File: src/sv/fcd_pkg.sv
// Shared types and constants for the follow command decider.
// Holds the command and register index codes, the register block struct and the decision struct.
// No dependencies.
`default_nettype none

package fcd_pkg;

    localparam int DATA_W = 16;
    localparam int TIME_W = 32;
    localparam int DIST_W = 15;
    localparam int HOLD_W = 16;
    localparam int ALPHA_W = 17;
    localparam int ALPHA_FRAC = 16;
    localparam int CFG_INDEX_W = 3;
    localparam int CFG_DATA_W = 17;
    localparam int FILTER_FRACTION_BITS_DEF = 16;

    localparam logic [ALPHA_W-1:0] ALPHA_ONE = ALPHA_W'(65536);

    localparam logic [ALPHA_W-1:0] RST_FILTER_ALPHA = ALPHA_W'(19661);
    localparam logic [DIST_W-1:0]  RST_STOP_DISTANCE = DIST_W'(480);
    localparam logic [DIST_W-1:0]  RST_MIN_DISTANCE = DIST_W'(800);
    localparam logic [DIST_W-1:0]  RST_TARGET_DISTANCE = DIST_W'(1600);
    localparam logic [DIST_W-1:0]  RST_DEAD_ZONE = DIST_W'(320);
    localparam logic [DIST_W-1:0]  RST_TURN_ON_ANGLE = DIST_W'(1280);
    localparam logic [DIST_W-1:0]  RST_TURN_OFF_ANGLE = DIST_W'(640);
    localparam logic [HOLD_W-1:0]  RST_HOLD_MS = HOLD_W'(300);

    typedef enum logic [1:0] {
        DRIVE_STOP  = 2'd0,
        DRIVE_FWD   = 2'd1,
        DRIVE_LEFT  = 2'd2,
        DRIVE_RIGHT = 2'd3
    } cmd_t;

    typedef enum logic [CFG_INDEX_W-1:0] {
        CFG_FILTER_ALPHA    = 3'd0,
        CFG_STOP_DISTANCE   = 3'd1,
        CFG_MIN_DISTANCE    = 3'd2,
        CFG_TARGET_DISTANCE = 3'd3,
        CFG_DEAD_ZONE       = 3'd4,
        CFG_TURN_ON_ANGLE   = 3'd5,
        CFG_TURN_OFF_ANGLE  = 3'd6,
        CFG_HOLD_MS         = 3'd7
    } cfg_idx_t;

    typedef struct packed {
        logic [ALPHA_W-1:0] filter_alpha;
        logic [DIST_W-1:0]  stop_distance;
        logic [DIST_W-1:0]  min_distance;
        logic [DIST_W-1:0]  target_distance;
        logic [DIST_W-1:0]  dead_zone;
        logic [DIST_W-1:0]  turn_on_angle;
        logic [DIST_W-1:0]  turn_off_angle;
        logic [HOLD_W-1:0]  hold_ms;
    } cfg_t;

    // Decision handed from the decide logic to the state registers
    typedef struct packed {
        cmd_t cmd;
        logic set_time;
    } dec_t;

endpackage

`default_nettype wire

File: src/sv/fcd_cfg_regs.sv
// Configuration register block of the follow command decider.
// Depends on fcd_pkg for the register struct, index codes and reset values.
`default_nettype none

module fcd_cfg_regs (
    input  wire logic                              clk,
    input  wire logic                              rst_n,
    input  wire logic                              wr_en,
    input  wire logic [fcd_pkg::CFG_INDEX_W-1:0]   wr_index,
    input  wire logic [fcd_pkg::CFG_DATA_W-1:0]    wr_data,
    output fcd_pkg::cfg_t                          cfg
);
    import fcd_pkg::*;

    cfg_t cfg_reg;

    always_ff @(posedge clk or negedge rst_n)
    begin
        if (!rst_n)
        begin
            cfg_reg.filter_alpha    <= RST_FILTER_ALPHA;
            cfg_reg.stop_distance   <= RST_STOP_DISTANCE;
            cfg_reg.min_distance    <= RST_MIN_DISTANCE;
            cfg_reg.target_distance <= RST_TARGET_DISTANCE;
            cfg_reg.dead_zone       <= RST_DEAD_ZONE;
            cfg_reg.turn_on_angle   <= RST_TURN_ON_ANGLE;
            cfg_reg.turn_off_angle  <= RST_TURN_OFF_ANGLE;
            cfg_reg.hold_ms         <= RST_HOLD_MS;
        end
        else if (wr_en)
        begin
            unique case (cfg_idx_t'(wr_index))
                CFG_FILTER_ALPHA:    cfg_reg.filter_alpha    <= wr_data[ALPHA_W-1:0];
                CFG_STOP_DISTANCE:   cfg_reg.stop_distance   <= wr_data[DIST_W-1:0];
                CFG_MIN_DISTANCE:    cfg_reg.min_distance    <= wr_data[DIST_W-1:0];
                CFG_TARGET_DISTANCE: cfg_reg.target_distance <= wr_data[DIST_W-1:0];
                CFG_DEAD_ZONE:       cfg_reg.dead_zone       <= wr_data[DIST_W-1:0];
                CFG_TURN_ON_ANGLE:   cfg_reg.turn_on_angle   <= wr_data[DIST_W-1:0];
                CFG_TURN_OFF_ANGLE:  cfg_reg.turn_off_angle  <= wr_data[DIST_W-1:0];
                CFG_HOLD_MS:         cfg_reg.hold_ms         <= wr_data[HOLD_W-1:0];
                default:             cfg_reg <= cfg_reg;
            endcase
        end
    end

    assign cfg = cfg_reg;

endmodule

`default_nettype wire

File: src/sv/fcd_filter.sv
// One exponential low-pass filter step with seeding and alpha saturation.
// Depends on fcd_pkg for field widths and the alpha scale.
`default_nettype none

module fcd_filter #(
    parameter int FRAC_BITS = fcd_pkg::FILTER_FRACTION_BITS_DEF
) (
    input  wire logic signed [fcd_pkg::DATA_W+FRAC_BITS-1:0] f_cur,
    input  wire logic                                        seeded,
    input  wire logic signed [fcd_pkg::DATA_W-1:0]           sample,
    input  wire logic [fcd_pkg::ALPHA_W-1:0]                 alpha,
    output logic signed [fcd_pkg::DATA_W+FRAC_BITS-1:0]      f_next
);
    import fcd_pkg::*;

    localparam int FW = DATA_W + FRAC_BITS;
    localparam int DW = FW + 1;
    localparam int PW = DW + ALPHA_W + 1;
    localparam int SW = PW - ALPHA_FRAC;

    logic signed [FW-1:0]   x_scaled;
    logic signed [FW-1:0]   f_base;
    logic signed [DW-1:0]   diff;
    logic [ALPHA_W-1:0]     alpha_sat;
    logic signed [PW-1:0]   prod;
    logic signed [SW-1:0]   step;
    logic signed [SW-1:0]   sum;

    always_comb
    begin
        x_scaled  = {sample, {FRAC_BITS{1'b0}}};
        // first valid sample loads the filter, which makes the step zero
        f_base    = seeded ? f_cur : x_scaled;
        diff      = {x_scaled[FW-1], x_scaled} - {f_base[FW-1], f_base};
        alpha_sat = (alpha > ALPHA_ONE) ? ALPHA_ONE : alpha;
        prod      = PW'(diff) * PW'($signed({1'b0, alpha_sat}));
        // arithmetic shift keeps the floor toward minus infinity
        step      = prod[PW-1:ALPHA_FRAC];
        sum       = {{(SW-FW){f_base[FW-1]}}, f_base} + step;
        f_next    = sum[FW-1:0];
    end

endmodule

`default_nettype wire

File: src/sv/fcd_decide.sv
// Threshold, turn hysteresis and hold-time logic of the follow command decider.
// Depends on fcd_pkg for the command codes, register struct and decision struct.
`default_nettype none

module fcd_decide #(
    parameter int FRAC_BITS = fcd_pkg::FILTER_FRACTION_BITS_DEF
) (
    input  wire logic                                        sample_ok,
    input  wire logic signed [fcd_pkg::DATA_W+FRAC_BITS-1:0] f_dist,
    input  wire logic signed [fcd_pkg::DATA_W+FRAC_BITS-1:0] f_ang,
    input  fcd_pkg::cfg_t                                    cfg,
    input  fcd_pkg::cmd_t                                    prev_cmd,
    input  wire logic [fcd_pkg::TIME_W-1:0]                  now_ms,
    input  wire logic [fcd_pkg::TIME_W-1:0]                  change_time,
    output fcd_pkg::dec_t                                    dec
);
    import fcd_pkg::*;

    localparam int FW = DATA_W + FRAC_BITS;
    localparam int CW = FW + 2;
    localparam int TP = CW - DIST_W - FRAC_BITS;
    localparam int SP = CW - DIST_W - 1 - FRAC_BITS;

    logic signed [CW-1:0] d_ext;
    logic signed [CW-1:0] a_ext;
    logic signed [CW-1:0] a_abs;
    logic signed [CW-1:0] stop_th;
    logic signed [CW-1:0] min_th;
    logic signed [CW-1:0] fwd_th;
    logic signed [CW-1:0] on_th;
    logic signed [CW-1:0] off_th;
    logic [DIST_W:0]      fwd_sum;
    logic [TIME_W-1:0]    elapsed;
    logic                 too_close;
    logic                 turning;
    logic                 was_turning;
    logic                 hold;
    cmd_t                 raw_cmd;

    always_comb
    begin
        d_ext   = {{2{f_dist[FW-1]}}, f_dist};
        a_ext   = {{2{f_ang[FW-1]}}, f_ang};
        a_abs   = a_ext[CW-1] ? -a_ext : a_ext;
        stop_th = {{TP{1'b0}}, cfg.stop_distance, {FRAC_BITS{1'b0}}};
        min_th  = {{TP{1'b0}}, cfg.min_distance, {FRAC_BITS{1'b0}}};
        on_th   = {{TP{1'b0}}, cfg.turn_on_angle, {FRAC_BITS{1'b0}}};
        off_th  = {{TP{1'b0}}, cfg.turn_off_angle, {FRAC_BITS{1'b0}}};
        fwd_sum = {1'b0, cfg.target_distance} + {1'b0, cfg.dead_zone};
        fwd_th  = {{SP{1'b0}}, fwd_sum, {FRAC_BITS{1'b0}}};

        too_close   = (d_ext <= stop_th) || (d_ext < min_th);
        was_turning = (prev_cmd == DRIVE_LEFT) || (prev_cmd == DRIVE_RIGHT);
        turning     = was_turning ? (a_abs > off_th) : (a_abs > on_th);

        priority if (turning)
            raw_cmd = a_ext[CW-1] ? DRIVE_LEFT : DRIVE_RIGHT;
        else if (d_ext > fwd_th)
            raw_cmd = DRIVE_FWD;
        else
            raw_cmd = DRIVE_STOP;

        elapsed = now_ms - change_time;
        hold    = (raw_cmd != prev_cmd) && (prev_cmd != DRIVE_STOP)
                  && (elapsed < {{(TIME_W-HOLD_W){1'b0}}, cfg.hold_ms});

        // invalid sample and distance stop both bypass the hold
        priority if (!sample_ok || too_close)
        begin
            dec.cmd      = DRIVE_STOP;
            dec.set_time = 1'b0;
        end
        else
        begin
            dec.cmd      = hold ? prev_cmd : raw_cmd;
            dec.set_time = (dec.cmd != prev_cmd);
        end
    end

endmodule

`default_nettype wire

File: src/sv/follow_command_decider_core.sv
// Top level of the follow command decider: input register, filters, decision, result register.
// Depends on fcd_pkg, fcd_cfg_regs, fcd_filter and fcd_decide.
//
// Usage:
//   The input channel (in_valid/in_ready) carries one range sample per item:
//   distance, angle and now_ms. The output channel (out_valid/out_ready)
//   returns one item per sample: command, smoothed_distance, smoothed_angle.
//   The cfg channel (cfg_valid/cfg_ready, cfg_index, cfg_data) writes one
//   register per item; cfg_ready is always high. Write it only while idle.
//   An accepted item sits in the input register, is decided and lands in
//   the result register once the result slot is free; out_valid then
//   rises. Throughput: one item per cycle while the result slot stays free;
//   the filter multiply, threshold compares and hold check are combinational
//   between the input register and the result register, and the filter,
//   command and change-time state update at the same edge.
//   Stall: while the result waits, one more item may sit in the input
//   register; then in_ready drops until out_ready takes the result.
//   Reset: registers return to their reset values, filters clear and are
//   unseeded, the last command is stop, the change time is zero.
`default_nettype none

module follow_command_decider_core #(
    parameter int FILTER_FRACTION_BITS = fcd_pkg::FILTER_FRACTION_BITS_DEF
) (
    input  wire logic                                clk,
    input  wire logic                                rst_n,
    input  wire logic                                in_valid,
    output logic                                     in_ready,
    input  wire logic signed [fcd_pkg::DATA_W-1:0]   distance,
    input  wire logic signed [fcd_pkg::DATA_W-1:0]   angle,
    input  wire logic [fcd_pkg::TIME_W-1:0]          now_ms,
    output logic                                     out_valid,
    input  wire logic                                out_ready,
    output logic [1:0]                               command,
    output logic signed [fcd_pkg::DATA_W-1:0]        smoothed_distance,
    output logic signed [fcd_pkg::DATA_W-1:0]        smoothed_angle,
    input  wire logic                                cfg_valid,
    output logic                                     cfg_ready,
    input  wire logic [fcd_pkg::CFG_INDEX_W-1:0]     cfg_index,
    input  wire logic [fcd_pkg::CFG_DATA_W-1:0]      cfg_data
);
    import fcd_pkg::*;

    localparam int FW = DATA_W + FILTER_FRACTION_BITS;

    cfg_t cfg;

    // input register
    logic                       in_vld_reg;
    logic signed [DATA_W-1:0]   dist_reg;
    logic signed [DATA_W-1:0]   ang_reg;
    logic [TIME_W-1:0]          now_reg;

    // decider state
    logic signed [FW-1:0]       dist_f_reg;
    logic signed [FW-1:0]       ang_f_reg;
    logic                       seeded_reg;
    cmd_t                       prev_cmd_reg;
    logic [TIME_W-1:0]          change_time_reg;

    // result register
    logic                       out_vld_reg;
    cmd_t                       cmd_reg;
    logic signed [DATA_W-1:0]   sm_dist_reg;
    logic signed [DATA_W-1:0]   sm_ang_reg;

    logic signed [FW-1:0]       dist_f_step;
    logic signed [FW-1:0]       ang_f_step;
    logic signed [FW-1:0]       dist_f_next;
    logic signed [FW-1:0]       ang_f_next;
    logic                       sample_ok;
    logic                       out_free;
    logic                       adv;
    dec_t                       dec;

    fcd_cfg_regs u_cfg (
        .clk      (clk),
        .rst_n    (rst_n),
        .wr_en    (cfg_valid && cfg_ready),
        .wr_index (cfg_index),
        .wr_data  (cfg_data),
        .cfg      (cfg)
    );

    fcd_filter #(.FRAC_BITS(FILTER_FRACTION_BITS)) u_dist_filter (
        .f_cur  (dist_f_reg),
        .seeded (seeded_reg),
        .sample (dist_reg),
        .alpha  (cfg.filter_alpha),
        .f_next (dist_f_step)
    );

    fcd_filter #(.FRAC_BITS(FILTER_FRACTION_BITS)) u_ang_filter (
        .f_cur  (ang_f_reg),
        .seeded (seeded_reg),
        .sample (ang_reg),
        .alpha  (cfg.filter_alpha),
        .f_next (ang_f_step)
    );

    // a distance of zero or less leaves the filters untouched
    assign sample_ok   = !dist_reg[DATA_W-1] && (dist_reg != '0);
    assign dist_f_next = sample_ok ? dist_f_step : dist_f_reg;
    assign ang_f_next  = sample_ok ? ang_f_step : ang_f_reg;

    fcd_decide #(.FRAC_BITS(FILTER_FRACTION_BITS)) u_decide (
        .sample_ok   (sample_ok),
        .f_dist      (dist_f_next),
        .f_ang       (ang_f_next),
        .cfg         (cfg),
        .prev_cmd    (prev_cmd_reg),
        .now_ms      (now_reg),
        .change_time (change_time_reg),
        .dec         (dec)
    );

    // advance the input register into the result register when the result slot frees up
    assign out_free  = !out_vld_reg || out_ready;
    assign adv       = in_vld_reg && out_free;
    assign in_ready  = !in_vld_reg || adv;
    assign cfg_ready = 1'b1;

    always_ff @(posedge clk or negedge rst_n)
    begin
        if (!rst_n)
        begin
            in_vld_reg <= 1'b0;
        end
        else if (in_ready)
        begin
            in_vld_reg <= in_valid;
        end
    end

    // hold the payload once captured
    always_ff @(posedge clk)
    begin
        if (in_valid && in_ready)
        begin
            dist_reg <= distance;
            ang_reg  <= angle;
            now_reg  <= now_ms;
        end
    end

    // update decider state at the same edge the result is loaded
    always_ff @(posedge clk or negedge rst_n)
    begin
        if (!rst_n)
        begin
            dist_f_reg      <= '0;
            ang_f_reg       <= '0;
            seeded_reg      <= 1'b0;
            prev_cmd_reg    <= DRIVE_STOP;
            change_time_reg <= '0;
        end
        else if (adv)
        begin
            dist_f_reg   <= dist_f_next;
            ang_f_reg    <= ang_f_next;
            seeded_reg   <= seeded_reg || sample_ok;
            prev_cmd_reg <= dec.cmd;
            if (dec.set_time)
            begin
                change_time_reg <= now_reg;
            end
        end
    end

    always_ff @(posedge clk or negedge rst_n)
    begin
        if (!rst_n)
        begin
            out_vld_reg <= 1'b0;
        end
        else if (out_free)
        begin
            out_vld_reg <= in_vld_reg;
        end
    end

    // outputs show the integer part (floor) of the filters
    always_ff @(posedge clk)
    begin
        if (adv)
        begin
            cmd_reg     <= dec.cmd;
            sm_dist_reg <= dist_f_next[FW-1:FILTER_FRACTION_BITS];
            sm_ang_reg  <= ang_f_next[FW-1:FILTER_FRACTION_BITS];
        end
    end

    assign out_valid         = out_vld_reg;
    assign command           = cmd_reg;
    assign smoothed_distance = sm_dist_reg;
    assign smoothed_angle    = sm_ang_reg;

`ifndef SYNTHESIS
    // an invalid distance always yields stop
    a_invalid_stop: assert property (@(posedge clk) disable iff (!rst_n)
        adv && !sample_ok |=> cmd_reg == DRIVE_STOP)
        else $error("invalid sample did not give stop");

    // the remembered command matches the one just issued
    a_prev_tracks: assert property (@(posedge clk) disable iff (!rst_n)
        adv |=> prev_cmd_reg == cmd_reg)
        else $error("previous command differs from issued command");

    // state moves only when an item advances
    a_state_hold: assert property (@(posedge clk) disable iff (!rst_n)
        !adv |=> $stable(prev_cmd_reg) && $stable(change_time_reg) && $stable(dist_f_reg))
        else $error("decider state changed without an item");

    // once seeded, the filters stay seeded
    a_seeded_sticky: assert property (@(posedge clk) disable iff (!rst_n)
        seeded_reg |=> seeded_reg)
        else $error("filter seed flag cleared");
`endif

endmodule

`default_nettype wire
File: config.mk
export PLATFORM = sky130hd
export DESIGN_NAME = follow_command_decider_core
export DESIGN_NICKNAME = d
export VERILOG_FILES = /design/src/sv/fcd_pkg.sv /design/src/sv/fcd_cfg_regs.sv /design/src/sv/fcd_filter.sv /design/src/sv/fcd_decide.sv /design/src/sv/follow_command_decider_core.sv
export SDC_FILE = /design/constraint.sdc
export NUM_CORES = 2
export LEC_CHECK = 0
export ABC_AREA = 1
export BUFFER_PORTS_ARGS = -buffer_cell sky130_fd_sc_hd__buf_4
export CORE_ASPECT_RATIO = 0.75
export CORE_UTILIZATION = 50
export DETAILED_ROUTE_END_ITERATION = 8
export PLACE_DENSITY = 0.73
export SLEW_MARGIN = 20
export SYNTH_ARGS = -nofsm -noshare
export SYNTH_HDL_FRONTEND = slang
export SYNTH_HIERARCHICAL = 1
export SYNTH_SLANG_ARGS = --single-unit
File: constraint.sdc
create_clock -name clk -period 11.4 [get_ports clk]
set_clock_uncertainty 0.2 [all_clocks]
set_input_delay 1.71 -clock clk [delete_from_list [all_inputs] [get_ports clk]]
set_output_delay 1.71 -clock clk [all_outputs]
set_load 0.02 [all_outputs]
Word level (Yosys, flattened, before mapping)
Cells that the tools add are included.

Output and inout port bits: 37. Register bits after elaboration: 322. Word-level logic and storage cells: 87. Input bits: 89.

Eq/ne operators: 11. Magnitude comparators: 7. $add $sub $neg: 7. $mul: 2. Reduce and logical (&&, ||, !) cells: 27. Multiplexer cells: 12.

Operators by type and width (count): $mux W32 (4); $mul A33 B18 Y48 (2); $gt A34 B32 Y1 (2); $sub A32 B32 Y33 (2); $add A32 B32 Y32 (2); $mux W34 (1); $neg A32 Y34 (1); $gt A32 B33 Y1 (1); $le A32 B32 Y1 (1); $lt A32 B16 Y1 (1); $lt A32 B32 Y1 (1); $sub A32 B32 Y32 (1); $reduce_and A2 Y1 (9); $gt A17 B17 Y1 const B (1); $mux W17 (1); $add A15 B15 Y16 (1); $reduce_bool A16 Y1 (1); $eq A3 B3 Y1 const B (4); $eq A3 B2 Y1 const B (2); $logic_or A1 B1 Y1 (6); $logic_and A1 B1 Y1 (5); $eq A2 B2 Y1 const B (2); $logic_not A1 Y1 (4); $mux W2 (2); other kinds (6) (9).

Longest topological paths before layout
Depth after elaboration: 17. Gate-level depth with buffers: 83.

Modules after synthesis
The synthesis kept the hierarchy.

Modules (own cells, without submodules): fcd_filter (u_ang_filter) (seq. area each 0.0 um^2, area each 23189.7 um^2, cells each 3150, times used 1); fcd_filter (u_dist_filter) (seq. area each 0.0 um^2, area each 22281.4 um^2, cells each 2994, times used 1); follow_command_decider_core (seq. area each 5470.2 um^2, area each 7980.2 um^2, cells each 772, times used 1); fcd_decide (seq. area each 0.0 um^2, area each 6468.7 um^2, cells each 1147, times used 1); fcd_cfg_regs (seq. area each 3113.0 um^2, area each 4889.7 um^2, cells each 557, times used 1).

Least setup slack after synthesis
OpenSTA, ideal clock, no wires.

Path kind: register to register. Start: register seeded_reg. End: register change_time_reg[24]. Library setup time: 0.068 ns. Clock period less this slack: 11.921 ns. Setup slack: -0.521 ns. Buffers on the path: 9. Cell stages (with the launch flop): 75. Arrival time: 11.653 ns. Cells stage by stage: dfrtp_1 > buf_6 > clkbuf_1 > o21ai_0 > ha_1 > nand2_1 > nor2_1 > nand2_1 > nor2_1 > nand3_1 > nand3_1 > nand2_1 > nand2_1 > inv_1 > buf_2 > nor2_1 > inv_1 > fa_1 > (+39 left out) > nor2_1 > nand4_1 > nor3_1 > nand3_1 > nor2_1 > nand3_1 > nand2_1 > nand2_1 > nand2_2 > nand2_1 > nand3_1 > nand3_2 > and3_1 > buf_2 > nand2_1 > clkbuf_1 > nand2_1 > nand2_1.

RTL lines: from (decl) (line follow_command_decider_core.sv:57) `logic seeded_reg;`; from (signal assigned) (line follow_command_decider_core.sv:161) `seeded_reg <= seeded_reg || sample_ok;`; to (signal assigned) (line follow_command_decider_core.sv:165) `change_time_reg <= now_reg;`; to (decl) (line follow_command_decider_core.sv:59) `logic [TIME_W-1:0] change_time_reg;`.

==> reports/results.tsv <==
stage	metric	value	unit
floorplan	core_area	128000	um^2
timing	setup-violations-final	36	
floorplan	die_x	418	um
floorplan	ios	126	
placement	dp_cells	11800	
placement	port-buffer-count	124	
timing	tightest_slew	1.00	ns
logic_synthesis	synthCells	8620	
routing	vias	63200	
cts	cts_tree	built	
worst_setup_path	critical_path.max_stage_delay	0.62	ns
cts	htree_num_levels	2	
timing	worst_slack	-1.16	ns
logic_synthesis	netlist_area	64800	um^2
layout	fin_cells	12000	
worst_hold_path	holdCritPathClass	reg2reg	
worst_setup_path	crit_path_max_fanout	8	
global_route	grt_pass1_vias	63500	
worst_setup_path	r2r_start	seeded_reg$_DFFE_PN0P_	
cts	clk_path_buf_depth	3	
timing	fmax	79.6	MHz
floorplan	floorplan.rows	113	
layout	fin_util	67.0	%
global_route	antenna_found_initial	7	
worst_setup_path	critPathSlowestCell	fa_2	
timing	finalCritPeriodShare	110	%
logic_synthesis	ys_ff_latch	322	
routing	wl	230000	um
timing	rsz0062_at_grt	yes	
logic_synthesis	ys_seq_area_share	13.2	%
layout	seqCellArea	8590	um^2
logic_synthesis	syn_area_per_cell	7.52	um^2
worst_setup_path	start_kind	flip-flop	
logic_synthesis	yosysWarnings	6	
worst_setup_path	worst-r2r-cell-count	68	
placement	place_area	79500	um^2
worst_hold_path	min_to	u_cfg/cfg[99]$_DFFE_PN1P_	
floorplan	fp.dieH	314	um
logic_synthesis	synth_flop_cell	dfrtp_1	
worst_setup_path	required	11.63	ns
placement	hpwlAfterDp	190000	um
status	outcome	complete, but fails checks	
timing	max-slew-margin-rel	33.1	%
layout	multiInputGateArea	50900	um^2
cts	clk_pin_slew_worst_paths	0.07	ns
global_route	grt_start_max_net_pins	103	
global_route	grt_pass1_wl	355000	um
logic_synthesis	async_flop_share	69.6	%
worst_hold_path	min_delay_path_depth	2	
timing	finalHoldViolations	0	
timing	finalSetupTns	-40.18	ns
timing	slew_viol_final	0	
flow_run	max_cap_viol_count	0	
layout	largest_register_ffs	123	
layout	post-route-cell-area	85400	um^2
logic_synthesis	synthDistinctLibCells	73	
cts	insertion_delay	0.58	ns
worst_setup_path	worstPathArrival	12.79	ns
cts	root_buffer	clkbuf_16	
routing	drt_first_pass_iters	7	
worst_hold_path	hp-start	u_cfg/cfg[99]$_DFFE_PN1P_	
cts	cts-buffers-inserted	37	
layout	num-fill-cells	10600	
floorplan	start_util	50.8	%
logic_synthesis	synth_edf_count	98	
placement	gp_congestion	1.00	
layout	nets	11800	
layout	drive_gt1_share	27.0	%
worst_setup_path	timing.reg2reg.setup_slack	-1.16	ns
routing	wl_per_cell	19.2	um
worst_setup_path	path_class	reg2reg	
logic_synthesis	syn-num-nets	10200	
global_route	track_usage	34.8	%
cts	cts.sinks	322	
routing	routed_via_density	5.27	
routing	drtIter0Drc	6508	
layout	synthToLayoutAreaGrowth	31.8	%
routing	drc	0	
status	violations	setup timing	
timing	min_period	12.56	ns
cts	ctsHoldBuffers	0	
worst_setup_path	crit_path_end_kind	flip-flop	
routing	ant_nets	0	
floorplan	die_area	131000	um^2
global_route	gr-total-overflow	0	
worst_setup_path	r2r-end	change_time_reg[26]$_DFFE_PN0P_	
## cell type report
type	count	area share [%]
sequential	322	10.1
inverter	2010	8.89
clock inverter	26	0.347
multi-input combinational	6044	59.5
antenna	5	0.0146
tap	1725	2.53
clock buffer	42	1.18
timing repair buffer	1827	17.4
## what timing repair did
action	in CTS	in global routing
buffers inserted	35	94
gates cloned	3	6
setup endpoints to repair	36	36
gates resized for setup	254	552
pin swaps	75	255
## metal layers
| layer | global-route usage [%] | vias up | share of wire (%) |
|---|---|---|---|
| met3 | 7.54 | 381 | 11 |
| met1 | 51.6 | 30600 | 43 |
| li1 | - | 29000 | - |
| met4 | 9.53 | 2 | 3.3 |
| met5 | 0 | - | 0.0087 |
| met2 | 51.2 | 3192 | 42 |
## cell families (layout without fill, tap and decap cells)
kind of cell,after synthesis,after routing,share of synthesized area (%)
xor gates and xnor gates,211,211,2.98
other,1,6,0.00579
adders and majority gates,1494,1494,40.8
AOI/OAI and AO/OA,646,646,5.78
buffers and inverters,2254,3905,13.5
DFF,322,322,13.2
and+or+nand+nor,3692,3692,23.7
## placed cells by master (no fill, tap or decap), types with 25 or more instances in the layout
cell type and n:
nand2_2 141, xor2_1 117, clkbuf_16 44, a21oi_1 200, xor2_2 25, o21ai_0 95
a21oi_2 76, edfxtp_1 98, nand3_2 27, dfstp_2 28, nor2_1 787, nor2_4 34
buf_12 75, buf_4 1719, nand3_1 250, nand2_1 2010, dfrtp_1 195, o21ai_1 52
or2_2 37, inv_2 44, fa_1 997, inv_1 1938, o21ai_2 31, nor2_2 147
fa_2 35, ha_4 69, nand4_1 132, xnor2_1 45, a21o_1 26, ha_1 381
## worst max-delay path, delay by kind of cell (launching register included)
kind	cells	cell delay, ns
AO/OA/AOI/OAI	4	0.81
XOR/XNOR	4	0.59
adder cells (fa/ha/maj)	10	4.29
buffers and inverters	12	1.41
flip-flops	1	0.56
AND/OR/NAND/NOR	38	4.53
## Yosys cell counts, types with 19 or more instances
master    number  area, um^2
nor4_1        32         200
dfstp_2       28         736
inv_2         19        71.3
edfxtp_1      98        2940
nor2_2        54         338
nor3_1        31         155
buf_6         21         236
or2_2         39         244
nor2_1       903        3390
nand4_1      132         826
nand2_1     2121        7960
o21bai_1      28         210
dfrtp_1      196        4900
o21ai_0      180         901
clkbuf_1     127         477
a21o_1        26         195
fa_1        1032       20700
a21oi_1      282        1410
nand2_2       45         282
ha_1         462        5780
a31oi_1       30         188
inv_1       1976        7420
buf_2         64         320
xnor2_1       58         508
xor2_1       143        1250
nand3_1      271        1360
## how the worst max path moves through the flow
stage	start	to	slack [ns]
final	seeded_reg$_DFFE_PN0P_	change_time_reg[26]$_DFFE_PN0P_	-1.16
after global routing	seeded_reg$_DFFE_PN0P_	change_time_reg[26]$_DFFE_PN0P_	-1.67
after CTS	seeded_reg$_DFFE_PN0P_	change_time_reg[26]$_DFFE_PN0P_	-0.90
after detailed placement	seeded_reg$_DFFE_PN0P_	change_time_reg[18]$_DFFE_PN0P_	-1.68
after global placement	seeded_reg$_DFFE_PN0P_	change_time_reg[9]$_DFFE_PN0P_	-1.53
after floorplan	seeded_reg$_DFFE_PN0P_	change_time_reg[24]$_DFFE_PN0P_	0.002
## through the flow
step | hold WS (ns) | setup WS, ns
after floorplan | 0.236 | 0.00212
after global placement | 0.252 | -1.53
after detailed placement | 0.255 | -1.68
after CTS | 0.265 | -0.898
after global routing | 0.282 | -1.67
final | 0.266 | -1.16
Power is not shown: default switching activity piles up to over one toggle a cycle in this logic, so the estimate is an artifact.
